==> src/rtl/kbps_pkg.sv <==
// ----------------------------------------------------------------------------
// Keyed byte-pair substitution package
// Shared command codes, mode codes, register indexes, reset values and the
// control bundle that the run sequencer hands to the datapath.
// ----------------------------------------------------------------------------
package kbps_pkg;

  localparam int BLOCK_BYTES_DEF = 256;
  localparam int NUM_TABLES_DEF  = 4;
  localparam int PAIR_SLOTS      = 65536;
  localparam int STEP_W          = 9;

  localparam logic [2:0] CMD_WR_PAIR  = 3'd0;
  localparam logic [2:0] CMD_WR_BYTE  = 3'd1;
  localparam logic [2:0] CMD_WR_KEY   = 3'd2;
  localparam logic [2:0] CMD_WR_BLOCK = 3'd3;
  localparam logic [2:0] CMD_RUN      = 3'd4;
  localparam logic [2:0] CMD_RD_BLOCK = 3'd5;

  localparam logic [1:0] REG_MODE       = 2'd0;
  localparam logic [1:0] REG_SPACING    = 2'd1;
  localparam logic [1:0] REG_PAIR_COUNT = 2'd2;

  typedef enum logic [1:0] {
    MODE_BYTE  = 2'd0,
    MODE_ADJ   = 2'd1,
    MODE_WRAP  = 2'd2,
    MODE_KEYED = 2'd3
  } mode_t;

  localparam mode_t      MODE_RESET       = MODE_ADJ;
  localparam logic [2:0] SPACING_RESET    = 3'd0;
  localparam logic [7:0] PAIR_COUNT_RESET = 8'd128;

  typedef struct packed {
    logic busy;
    logic rd;
    logic lk;
    logic wa;
    logic wb;
    logic fin;
  } run_ctl_t;

endpackage

==> src/rtl/kbps_run_ctl.sv <==
// ----------------------------------------------------------------------------
// Run sequencer
// Walks the block one pair (or one byte in byte map mode) at a time:
// read the block bytes and key, look up the table, write the bytes back.
// ----------------------------------------------------------------------------
module kbps_run_ctl import kbps_pkg::*; #(
  parameter int BLOCK_BYTES = BLOCK_BYTES_DEF,
  localparam int AW   = $clog2(BLOCK_BYTES),
  localparam int HALF = BLOCK_BYTES / 2,
  localparam int KAW  = (HALF > 1) ? $clog2(HALF) : 1
) (
  input  logic             clk,
  input  logic             rst,
  input  logic             start,
  input  logic             hold,
  input  mode_t            mode,
  input  logic [2:0]       spacing,
  input  logic [7:0]       pair_count,
  output run_ctl_t         ctl,
  output logic [AW-1:0]    addr_a,
  output logic [AW-1:0]    addr_b,
  output logic [KAW-1:0]   key_addr
);

  typedef enum logic [5:0] {
    S_IDLE = 6'b000001,
    S_WAIT = 6'b000010,
    S_RD   = 6'b000100,
    S_LK   = 6'b001000,
    S_WA   = 6'b010000,
    S_WB   = 6'b100000
  } state_t;

  state_t            state;
  state_t            state_next;
  logic [STEP_W-1:0] step;
  logic [STEP_W-1:0] steps;
  logic [STEP_W-1:0] steps_next;
  logic [7:0]        pairs;
  logic              last;
  logic [9:0]        t10;
  logic [9:0]        a_full;
  logic [9:0]        b_full;

  always_comb begin
    pairs = (32'(pair_count) > HALF) ? 8'(HALF) : pair_count;
    case (mode)
      MODE_BYTE:  steps_next = {pairs, 1'b0};
      MODE_KEYED: steps_next = STEP_W'((pairs >> spacing) << spacing);
      default:    steps_next = STEP_W'(pairs);
    endcase
  end

  assign last = (step == steps - 1'b1);
  assign t10  = 10'(step);

  always_comb begin
    case (mode)
      MODE_BYTE: begin
        a_full = t10;
        b_full = t10;
      end
      MODE_ADJ: begin
        a_full = t10 << 1;
        b_full = (t10 << 1) + 10'd1;
      end
      MODE_WRAP: begin
        a_full = (t10 << 1) + 10'd1;
        b_full = last ? 10'd0 : (t10 << 1) + 10'd2;
      end
      default: begin
        a_full = t10 + ((t10 >> spacing) << spacing);
        b_full = a_full + (10'd1 << spacing);
      end
    endcase
  end

  assign addr_a   = AW'(a_full);
  assign addr_b   = AW'(b_full);
  assign key_addr = KAW'(step);

  always_comb begin
    state_next = state;
    ctl        = '0;
    ctl.busy   = (state != S_IDLE);
    unique case (state)
      S_IDLE: begin
        if (start) state_next = S_WAIT;
      end
      S_WAIT: begin
        if (!hold) begin
          if (steps_next == '0) begin
            ctl.fin    = 1'b1;
            state_next = S_IDLE;
          end else begin
            state_next = S_RD;
          end
        end
      end
      S_RD: begin
        ctl.rd     = 1'b1;
        state_next = S_LK;
      end
      S_LK: begin
        ctl.lk     = 1'b1;
        state_next = S_WA;
      end
      S_WA: begin
        ctl.wa = 1'b1;
        if (mode != MODE_BYTE) begin
          state_next = S_WB;
        end else if (last) begin
          ctl.fin    = 1'b1;
          state_next = S_IDLE;
        end else begin
          state_next = S_RD;
        end
      end
      S_WB: begin
        ctl.wb = 1'b1;
        if (last) begin
          ctl.fin    = 1'b1;
          state_next = S_IDLE;
        end else begin
          state_next = S_RD;
        end
      end
      default: state_next = S_IDLE;
    endcase
  end

  always_ff @(posedge clk) begin
    if (rst) begin
      state <= S_IDLE;
      step  <= '0;
      steps <= '0;
    end else begin
      state <= state_next;
      if (state == S_WAIT) begin
        step  <= '0;
        steps <= steps_next;
      end else if (state_next == S_RD) begin
        step <= step + 1'b1;
      end
    end
  end

endmodule

==> config.mk <==
export PLATFORM = sky130hd
export DESIGN_NAME = kbps_run_ctl
export DESIGN_NICKNAME = d
export VERILOG_FILES = /design/src/rtl/kbps_pkg.sv /design/src/rtl/kbps_run_ctl.sv
export SDC_FILE = /design/constraint.sdc
export NUM_CORES = 1
export LEC_CHECK = 0
export ABC_AREA = 0
export ABC_CLOCK_PERIOD_IN_PS = 3500
export BUFFER_PORTS_ARGS = -buffer_cell sky130_fd_sc_hd__buf_2
export CAP_MARGIN = 20
export CORE_ASPECT_RATIO = 0.6
export CORE_UTILIZATION = 30
export DETAILED_ROUTE_END_ITERATION = 10
export PLACE_DENSITY_LB_ADDON = 0.1
export RECOVER_POWER = 100
export SYNTH_ARGS = -nofsm -noshare
export SYNTH_HDL_FRONTEND = slang
export SYNTH_SLANG_ARGS = --single-unit
==> constraint.sdc <==
create_clock -name clk -period 3.5 [get_ports clk]
set_input_delay 0.525 -clock clk [delete_from_list [all_inputs] [get_ports clk]]
set_output_delay 0.525 -clock clk [all_outputs]
set_load 0.01 [all_outputs]
# Word level (Yosys, flattened, before mapping)
# Cells that the tools add are included.
[word_totals]
out_inout_bits = 29
regBits = 24
input_bits = 17
elab_cells = 51
[op_classes]
n_addsub = 6
magnitude_cmp = 1
shift = 5
n_eq_ne = 12
reduce_logical = 4
n_mux = 20
[ops]
columns = ["cell", "count"]
rows = [
  ["one-hot mux 8 bit (3 select lines)", 2],
  ["one-hot mux 6 bit (6 select lines)", 1],
  ["2-to-1 mux 6 bit", 3],
  ["one-hot mux 9 bit (2 select lines)", 1],
  ["adder 8 bit", 2],
  ["2-to-1 mux 8 bit", 2],
  ["equality test 6 x 3 -> 1 bit (second input constant)", 2],
  ["left shift 10 x 3 -> 8 bit", 1],
  [">> shifter 9 x 3 -> 10 bit", 1],
  ["adder 9 x 1 -> 9 bit (second input constant)", 1],
  ["equality test 9 bit", 1],
  ["zero test 9 bit", 1],
  ["left shift 9 x 3 -> 9 bit", 1],
  [">> shifter 8 x 3 -> 9 bit", 1],
  ["subtractor 9 x 1 -> 9 bit (second input constant)", 1],
  ["adder 8 x 1 -> 8 bit (second input constant)", 1],
  ["adder 8 x 2 -> 8 bit (second input constant)", 1],
  ["> comparator 8 bit (second input constant)", 1],
  ["2-to-1 mux 1 bit", 8],
  ["left shift 1 x 3 -> 8 bit (first input constant)", 1],
  ["equality test 6 x 1 -> 1 bit (second input constant)", 1],
  ["equality test 6 x 2 -> 1 bit (second input constant)", 1],
  ["equality test 6 x 4 -> 1 bit (second input constant)", 1],
  ["equality test 6 x 5 -> 1 bit (second input constant)", 1],
  ["9 further kinds", 11],
]

# Logic depth before layout (Yosys ltp)
# Gate-level depths: netlist of the first run.
[depth]
word_depth = 10
mapped_depth = 17
depth_no_buf = 16

# Worst setup path after synthesis of the first run
# Ideal clock, no wire load.
[synth_path]
path_kind = "input -> output"
from = "input port spacing[1]"
to = "output port addr_b[7]"
path_slack_ns = -0.346
t_required_ns = 2.975
arrival_time_ns = 3.321
path_stages = 17
n_path_buf = 1
cell_sequence = "buf_2 -> nor2_1 -> and2_1 -> ha_1 -> a21o_1 -> a21oi_1 -> nor2b_1 -> o21a_1 -> nor2_1 -> xnor2_1 -> ha_1 -> or2_2 -> a21oi_1 -> a21oi_1 -> xor2_1 -> xnor2_1 -> a21oi_1"
[synth_between]
elab_chain_len = 5
elab_cells_between_ends = 6
classes_between = "add/sub: 2; shift: 3; mux: 1"
[synth_rtl]
columns = ["item", "line_no", "text"]
rows = [
  ["start: declaration", "kbps_run_ctl.sv:17", "input logic [2:0] spacing,"],
  [">> shifter 9 x 3 -> 10 bit", "kbps_run_ctl.sv:72", "a_full = t10 + ((t10 >> spacing) << spacing);"],
  ["left shift 10 x 3 -> 8 bit", "kbps_run_ctl.sv:72", ""],
  ["adder 8 bit", "kbps_run_ctl.sv:72", ""],
  ["adder 8 bit (*)", "kbps_run_ctl.sv:73", "b_full = a_full + (10'd1 << spacing);"],
  ["one-hot mux 8 bit (3 select lines) (*)", "kbps_run_ctl.sv:58", "case (mode)"],
  ["end: declaration", "kbps_run_ctl.sv:21", "output logic [AW-1:0] addr_b,"],
]
# Every way passes the cells marked *; elsewhere a longest branch is shown, timed or not.

# Worst setup path in the final report of the first run
[layout_path]
from = "input port spacing[2]"
to = "output port addr_b[7]"
# Same word-level chain as after synthesis.

==> results of run 1 <==
-- sequential cells by signal, indices dropped and copies added (netlist names) --
| signal | flops |
|---|---|
| state | 6 |
| step | 9 |
| steps | 9 |
-- critical path: stages --
cell	delay, ps
buf_8	100
buf_6	110
nor2_4	100
and2_4	170
ha_4	190
a21o_1	160
a21oi_2	130
nor2b_1	70
o21a_1	190
nor2_2	130
xnor2_1	150
ha_1	280
or2_4	270
a21oi_4	140
a21oi_2	60
xor2_1	170
xnor2_1	220
a21oi_2	80
buf_2	140
-- routing by layer --
metal	up-vias	track usage (%)
li1	1454	-
met1	1390	32.5
met2	97	27.5
met3	0	3.79
met4	0	0.407
met5	-	0
-- timing repair --
item                                    in CTS  in global routing
endpoints found under the setup margin       7                  8
setup buffers                                9                  5
resized for setup                           15                 30
gates cloned                                 0                  0
pin swaps                                   12                 30
-- area by class of cell --
type,count,area (um2),share of cell area [%]
flip-flops and latches,24,482,13.1
inverters,10,37.5,1.02
repair buffers,104,679,18.5
well taps,112,140,3.81
clock buffers,4,88.8,2.42
multi-input cells,297,2250,61.2
-- through the flow --
step | total power, mW | utilization (%) | TNS, ps | setup slack (ps) | hold slack [ps]
2_1_floorplan | 0.412 | - | -133 | -96.9 | 444
3_3_place_gp | 0.484 | 38.1 | -1350 | -491 | 469
3_5_place_dp | 0.485 | 38.3 | -1190 | -460 | 481
4_1_cts | 0.772 | 40.8 | -848 | -373 | 490
5_1_grt | 0.816 | 42.5 | -1180 | -540 | 518
6_report | 0.770 | 42.5 | -709 | -411 | 486
-- cell usage after synthesis (all sizes together) (6+ instances only) --
cell type / count / area share, %
nor3: 11 / 2.0
nor2: 26 / 3.6
nand2: 31 / 4.3
o21a: 9 / 2.5
dfxtp: 24 / 18
a221oi: 7 / 2.3
o21ai: 9 / 1.7
a21boi: 6 / 2.2
buf: 15 / 3.9
xnor2: 22 / 7.1
clkbuf: 16 / 2.3
ha: 20 / 9.2
and2: 6 / 1.4
nand3: 10 / 1.8
mux2i: 7 / 2.6
or3: 8 / 1.8
a21o: 8 / 2.3
xor2: 8 / 2.6
nand2b: 6 / 1.4
inv: 10 / 1.4
nor3b: 7 / 1.9
a21oi: 39 / 7.2
-- layout by cell type, fill, tap and decap left out, types with 4 or more instances in the layout --
cell	count
nor3b_1	7
buf_4	45
nand3_1	10
nand2_1	31
a21o_1	6
buf_2	36
a21boi_2	4
o21ai_0	8
xnor2_1	21
a21oi_2	6
mux2i_1	7
or3_1	8
nor4_1	5
and2_1	5
nor3_1	11
o21a_1	9
inv_1	9
ha_1	14
a21oi_1	31
clkbuf_1	14
ha_4	5
dfxtp_1	23
nor2_1	23
nand2b_1	5
a221oi_1	7
buf_6	7
and3_1	4
nor2b_1	4
xor2_1	7
-- path summary, 6_finish.rpt --
| check | startpoint | endpoint | slack [ps] | cells past startpoint |
|---|---|---|---|---|
| setup / recovery | spacing[2] | addr_b[7] | -410 | 19 |
| hold / removal | step[8] | step[8] | 490 | 2 |
| hold reg to reg | step[8] | step[8] | 490 | 2 |
| setup reg to reg | steps[0] | step[2] | 580 | 9 |
-- power by group --
part           switching, mW  internal [mW]
clock                  0.103          0.175
sequential           0.00980          0.278
combinational          0.116         0.0880
total                  0.228          0.541
-- kinds of logic after synthesis --
group / after synthesis / synth area share, %
mux: 7 / 2.57
flops: 24 / 17.7
compound gates: 103 / 25.7
xor+xnor: 30 / 9.66
fa+ha+maj: 22 / 10.7
simple gates: 135 / 26.2
buf+inv: 41 / 7.59
==> out/results.ini, run 1 <==
[yosys]
async_reset_ff_share_pct=0
ys_types=60
syn_area_per_cell_um2=7.52
synth_warnings=0
ys_seq_area_share_pct=17.7
synthCells=362
ys_ff_latch=24
synth_edf_count=0
ys.flop_type=dfxtp_1
syn_area_mm2=0.00272
synthesis.nets=401

[global_routing]
grt_pass1_wl_um=14500
grt_overflow=0
grt.total_usage_pct=20.0
antenna_found_initial=0
grt_pass1_vias=2589
grt_start_max_net_pins=23

[run_status]
outcome=finished, violations left
violations=design-rule violations, negative setup slack

[place]
place_congestion=0.889
dp_hpwl_um=7450
dpl_cell_area_mm2=0.00331
io_buffers=45
dp_cells=536

[sta]
drv_slew=0
rsz0062_at_grt=yes
min_period_ps=3910
hold_viol=0
maxSlewHeadroom_pct=50.6
clock.fmax_mhz=256
fin_skew_ps=6.12
setup_violations=4
layout_setup_ws_ps=-411
fin_crit_sh_pct=112
tightestPinTransition_ps=741

[clock_tree]
hold_buffers=0
cts-root-buf=clkbuf_16
cts_max_path_buffers=2
clock-sinks=24
cts_tree=built
clk_latency_ps=260
numCtsBuffers=3
clk_pin_slew_worst_paths_ps=60
ctsHtreeMaxLevel=1

[worst_setup_path]
startpoint_type=primary input
cp.required_ps=2970
critPathMaxFanout=3
crit_arrival_ps=3390
worstSetupEndpointType=primary output
crit_type=primary input to primary output

[drt]
wl_um=9590
route.met2.wl_um=3610
wl_met3_um=656
drt_iter0_drc=237
wl_per_cell_um=17.4
first_pass_iters=8
antenna_left=0
via_count=2941
drc_errors=8
highest_layer=met3
viasPerCell=5.34
met1_length_um=5320

[layout]
fillers=900
antenna_cells=0
drive_gt1_share_pct=31.2
nets=479
final_area_mm2=0.00367
layout.cells.non_filler=551
area_delta_synth_final_pct=35.0

[pwr]
irDropWorstVdd_v=0.000122
p_leak_nw=1.51
power_density_mw_per_mm2=209

[floorplan]
die_w_um=125
initial_core_util_pct=31.4
std_cell_rows=26
die_h_um=75.8
dieArea_mm2=0.00947
core_mm2=0.00865
io_pins=46

[worst_hold_path]
hold_path.class=flip-flop to flip-flop

[flow_run]
drv_cap=0

No activity file was read; power rests on OpenSTA's default activity.
==> run 2: changes to the inputs <==
ABC_CLOCK_PERIOD_IN_PS = 4800   (was 3500)
HOLD_SLACK_MARGIN = 0.1   (was default)
clock period = 4.8 ns   (was 3.5 ns; I/O delays follow)
==> out/results.ini, run 2 (same netlist as run 1, synthesis figures left out) <==
[run_status]
outcome=finished, violations left
violations=design-rule violations

[global_routing]
grt_pass1_wl_um=13900  ; -4.0%
grt_pass1_vias=2472  ; -4.5%
grt.total_usage_pct=19.2  ; -0.78 points
antenna_found_initial=0  ; unchanged
grt_overflow=0  ; unchanged
grt_start_max_net_pins=27  ; +17%

[drt]
viasPerCell=5.45  ; +2.0%
antenna_left=0  ; unchanged
drt_iter0_drc=188  ; -21%
first_pass_iters=7  ; -1
via_count=2707  ; -8.0%
wl_um=8690  ; -9.4%
wl_per_cell_um=17.5  ; +0.47%
drc_errors=4  ; -4

[sta]
hold_slack_ps=491  ; +4.73 ps
min_period_ps=4560
setup_violations=0  ; -4
fin_skew_ps=2.33  ; -3.80 ps
drv_slew=0  ; unchanged
clock.fmax_mhz=219
maxSlewHeadroom_pct=33.6  ; -17 points
setup_tns_ps=0  ; +709 ps
fin_crit_sh_pct=95.0
tightestPinTransition_ps=997  ; +256 ps
hold_viol=0  ; unchanged

[floorplan]
initial_core_util_pct=31.4  ; unchanged
die_h_um=75.8  ; unchanged
std_cell_rows=26  ; unchanged
die_w_um=125  ; unchanged
dieArea_mm2=0.00947  ; unchanged
io_pins=46  ; unchanged
core_mm2=0.00865  ; unchanged

[pwr]
irDropWorstVdd_v=0.000104  ; -15%
power_density_mw_per_mm2=180  ; -14%
total_power_uw=537  ; -30%
p_leak_nw=1.17  ; -23%

[layout]
utilization_pct=34.5  ; -7.9 points
area_delta_synth_final_pct=9.79
drive_gt1_share_pct=9.35  ; -22 points
reg_top3=step x9, steps x9, state x6
layout.cells.non_filler=497  ; -9.8%
antenna_cells=0  ; unchanged
fillers=961  ; +6.8%
most-common-layout-cells=a21oi_1, nand2_1, clkbuf_1
final_common_cell=a21oi_1
nets=425  ; -11%

[clock_tree]
clock-sinks=24  ; unchanged
ctsHtreeMaxLevel=1  ; unchanged
numCtsBuffers=3  ; unchanged
cts-root-buf=clkbuf_16
cts_resized=0  ; -15
clk_latency_ps=260  ; about the same
cts_max_path_buffers=2  ; unchanged
hold_buffers=0  ; unchanged
cts_tree=built
cts.repair_timing.setup_buffer_count=0  ; -9
clk_pin_slew_worst_paths_ps=60  ; about the same

[place]
io_buffers=45  ; unchanged
place_congestion=0.832  ; -6.4%
dp_cells=493  ; -8.0%
dp_hpwl_um=6820  ; -8.5%

[worst_setup_path]
crit_arrival_ps=3840  ; +450 ps
worstSetupEndpointType=primary output
path_common_cell=a21oi_1
rr_worst_depth=7  ; -2
critPathMaxFanout=13  ; +10
crit_type=primary input to primary output
cp.required_ps=4080  ; +1110 ps
crit_chain=buf_2 -> nor2_2 -> and2_1 -> ha_1 -> a21o_1 -> a21oi_2 -> nor2b_1 -> o21a_1 -> nor2_1 -> xnor2_1 -> ha_1 -> or2_2 -> a21oi_1 -> a21oi_1 -> xor2_1 -> xnor2_1 -> a21oi_1 -> buf_2
slowest_stage=ha_1
startpoint_type=primary input
slowest_delay_ps=310  ; +30 ps

[flow_run]
drv_cap=0  ; unchanged

[worst_hold_path]
min_path_cells=2  ; unchanged
hold_path.class=flip-flop to flip-flop

==> run 2: cell count changes in the layout (fill, tap and decap cells not counted), sizes merged <==
cell,delta
clkbuf,+13
buf,-67
==> run 2: report_power, final <==
group	switching (mW)	internal (mW)	total, mW
clock network	0.0744	0.128	0.202
registers	0.00728	0.203	0.210
logic	0.0771	0.0471	0.124
total	0.159	0.378	0.537
==> run 2: routing by layer <==
metal | GRT usage (%) | vias up | wire, um
li1 | - | 1342 | -
met1 | 31.2 | 1277 | 4890
met2 | 24.4 | 84 | 3040
met3 | 5.41 | 4 | 721
met4 | 1.36 | 0 | 29
met5 | 0 | - | 0
==> run 2: area by class of cell <==
class | instances | area (um2) | area share (%)
clock buffer | 4 | 88.8 | 2.97
inverter | 10 | 37.5 | 1.26
multi-input combinational | 297 | 2020 | 67.7
sequential | 24 | 480 | 16.1
tap | 112 | 140 | 4.69
timing repair buffer | 50 | 219 | 7.33
==> run 2: metrics by stage <==
stage                     worst slack [ps]  cell area, um2
after floorplan                        564            2720
after global routing                 -12.7            2990
final                                  242            2990
after CTS                              203            3040
after detailed placement               215            2960
after global placement                 280            2960
==> run 2: worst max-delay path: cells and delay by family <==
| family | cells | cell delay [ps] |
|---|---|---|
| buf+inv | 2 | 320 |
| fa+ha+maj | 2 | 550 |
| simple gates | 5 | 820 |
| compound gates | 6 | 910 |
| xor+xnor | 3 | 510 |
==> run 2: worst paths after layout <==
path / endpoint / from / slack [ps]
worst min register to register: step[8] / step[8] / 490
worst min-delay path: step[8] / step[8] / 490
worst max register to register: step[6] / step[5] / 1800
worst max-delay path: addr_b[7] / spacing[2] / 240
==> run 3: changes to the inputs <==
CORE_UTILIZATION = 31   (was 30)
PLACE_DENSITY_LB_ADDON = default   (was 0.1)
==> out/results.ini, run 3 (same netlist as run 1, synthesis figures left out) <==
[run_status]
outcome=completed

[floorplan]
std_cell_rows=26  ; unchanged
io_pins=46  ; unchanged
dieArea_mm2=0.00917  ; -3.2%
initial_core_util_pct=31.9  ; +0.48 points
die_w_um=123  ; -1.6%
core_mm2=0.00852  ; -1.5%
die_h_um=74.6  ; -1.6%

[worst_setup_path]
critPathMaxFanout=13  ; unchanged
worstSetupEndpointType=primary output
slowest_delay_ps=310  ; about the same
path_common_cell=a21oi_1
crit_type=primary input to primary output
cp.required_ps=4080  ; about the same
startpoint_type=primary input
crit_arrival_ps=3800  ; -40 ps
crit_chain=buf_2 -> nor2_2 -> and2_1 -> ha_1 -> a21o_1 -> a21oi_2 -> nor2b_1 -> o21a_1 -> nor2_1 -> xnor2_1 -> ha_1 -> or2_2 -> a21oi_1 -> a21oi_1 -> xor2_1 -> xnor2_1 -> a21oi_1 -> buf_2
slowest_stage=ha_1

[drt]
wl_um=8050  ; -7.4%
wl_per_cell_um=16.2  ; -7.4%
via_count=2687  ; -0.74%
drc_errors=0  ; -4
first_pass_iters=5  ; -2
viasPerCell=5.41  ; -0.74%
antenna_left=0  ; unchanged
drt_iter0_drc=245  ; +30%

[sta]
fin_skew_ps=7.87  ; +5.54 ps
hold_slack_ps=474  ; -16.4 ps
hold_viol=0  ; unchanged
setup_violations=0  ; unchanged
clock.fmax_mhz=221  ; +0.92%
min_period_ps=4520  ; -41.7 ps
layout_setup_ws_ps=284  ; +41.7 ps
maxSlewHeadroom_pct=34.6  ; +1.0 points
tightestPinTransition_ps=981  ; -15.5 ps
setup_tns_ps=0  ; unchanged
fin_crit_sh_pct=94.1  ; -0.87 points
rsz0062_at_grt=no
drv_slew=0  ; unchanged

[global_routing]
grt_pass1_wl_um=12900  ; -7.2%
grt.total_usage_pct=18.3  ; -0.90 points
grt_start_max_net_pins=22  ; -19%
antenna_found_initial=0  ; unchanged
grt_pass1_vias=2491  ; +0.77%
grt_overflow=0  ; unchanged

[place]
io_buffers=45  ; unchanged
place_congestion=0.835  ; +0.37%
dpl_cell_area_mm2=0.00296  ; unchanged
dp_cells=493  ; unchanged
place_ws_ps=220  ; +4.69 ps
dp_hpwl_um=6370  ; -6.6%

[layout]
area_delta_synth_final_pct=10.8
drive_gt1_share_pct=11.2  ; +1.8 points
final_common_cell=a21oi_1
reg_top3=step x9, steps x9, state x6
final_area_mm2=0.00302  ; +0.92%
utilization_pct=35.4  ; +0.85 points
layout.cells.non_filler=497  ; unchanged
antenna_cells=0  ; unchanged
nets=425  ; unchanged
most-common-layout-cells=a21oi_1, nand2_1, buf_2

[worst_hold_path]
hold_path.class=flip-flop to flip-flop

[pwr]
p_leak_nw=1.20  ; +2.7%
irDropWorstVdd_v=0.000148  ; +42%
power_density_mw_per_mm2=191  ; +6.1%
total_power_uw=574  ; +7.1%

[clock_tree]
ctsHtreeMaxLevel=1  ; unchanged
hold_buffers=0  ; unchanged
clk_latency_ps=260  ; about the same
cts_max_path_buffers=2  ; unchanged
clk_pin_slew_worst_paths_ps=60  ; about the same
cts-root-buf=clkbuf_16
cts_tree=built
clock-sinks=24  ; unchanged
numCtsBuffers=3  ; unchanged

[flow_run]
drv_cap=0  ; unchanged

==> run 3: cell count changes in the layout (fill, tap and decap cells not counted) <==
cell | before | now
buf_2 | 22 | 28
buf_4 | 1 | 2
bufinv_16 | 0 | 1
clkbuf_1 | 27 | 20
clkbuf_8 | 1 | 0
o21ai_0 | 9 | 8
o21ai_1 | 0 | 1
==> run 3: routing by layer <==
| layer | routed length (um) | track usage [%] | vias to the layer above |
|---|---|---|---|
| met5 | 0 | 0 | - |
| met4 | 0 | 0.949 | 0 |
| met3 | 700 | 3.37 | 0 |
| met2 | 3020 | 25.8 | 92 |
| met1 | 4330 | 29.3 | 1255 |
| li1 | - | - | 1340 |
==> run 3: final cells by class <==
cell class | count | area (um2)
tap | 112 | 140
inverter | 10 | 37.5
clock inverter | 1 | 30.0
clock buffer | 3 | 75.1
sequential | 24 | 480
fill | 932 | 5510
multi-input combinational | 297 | 2020
timing repair buffer | 50 | 230
==> run 3: power breakdown <==
group	switching [mW]	internal, mW	total (mW)	leakage (nW)
clock	0.0737	0.166	0.240	0.0511
sequential	0.00710	0.203	0.210	0.194
combinational	0.0766	0.0484	0.125	0.958
==> run 3: path summary, 6_finish.rpt <==
check	start	to	slack [ps]	depth (start not counted)
setup / recovery	spacing[2]	addr_b[7]	280	18
hold reg to reg	steps[8]	steps[8]	470	2
setup reg to reg	steps[0]	step[6]	1870	9
hold / removal	steps[8]	steps[8]	470	2
==> run 3: critical path: cells and delay by family <==
kind / cells / cell delay (ps)
and+or+nand+nor: 5 / 800
adders and majority gates: 2 / 550
AOI/OAI and AO/OA: 6 / 940
xor gates and xnor gates: 3 / 470
buffers and inverters: 2 / 310
==> run 3: repair_timing <==
| action | 4_1_cts | 5_1_grt |
|---|---|---|
| gates resized for setup | 0 | 2 |
| setup endpoints to repair | 0 | 1 |
| setup buffers | 0 | 0 |
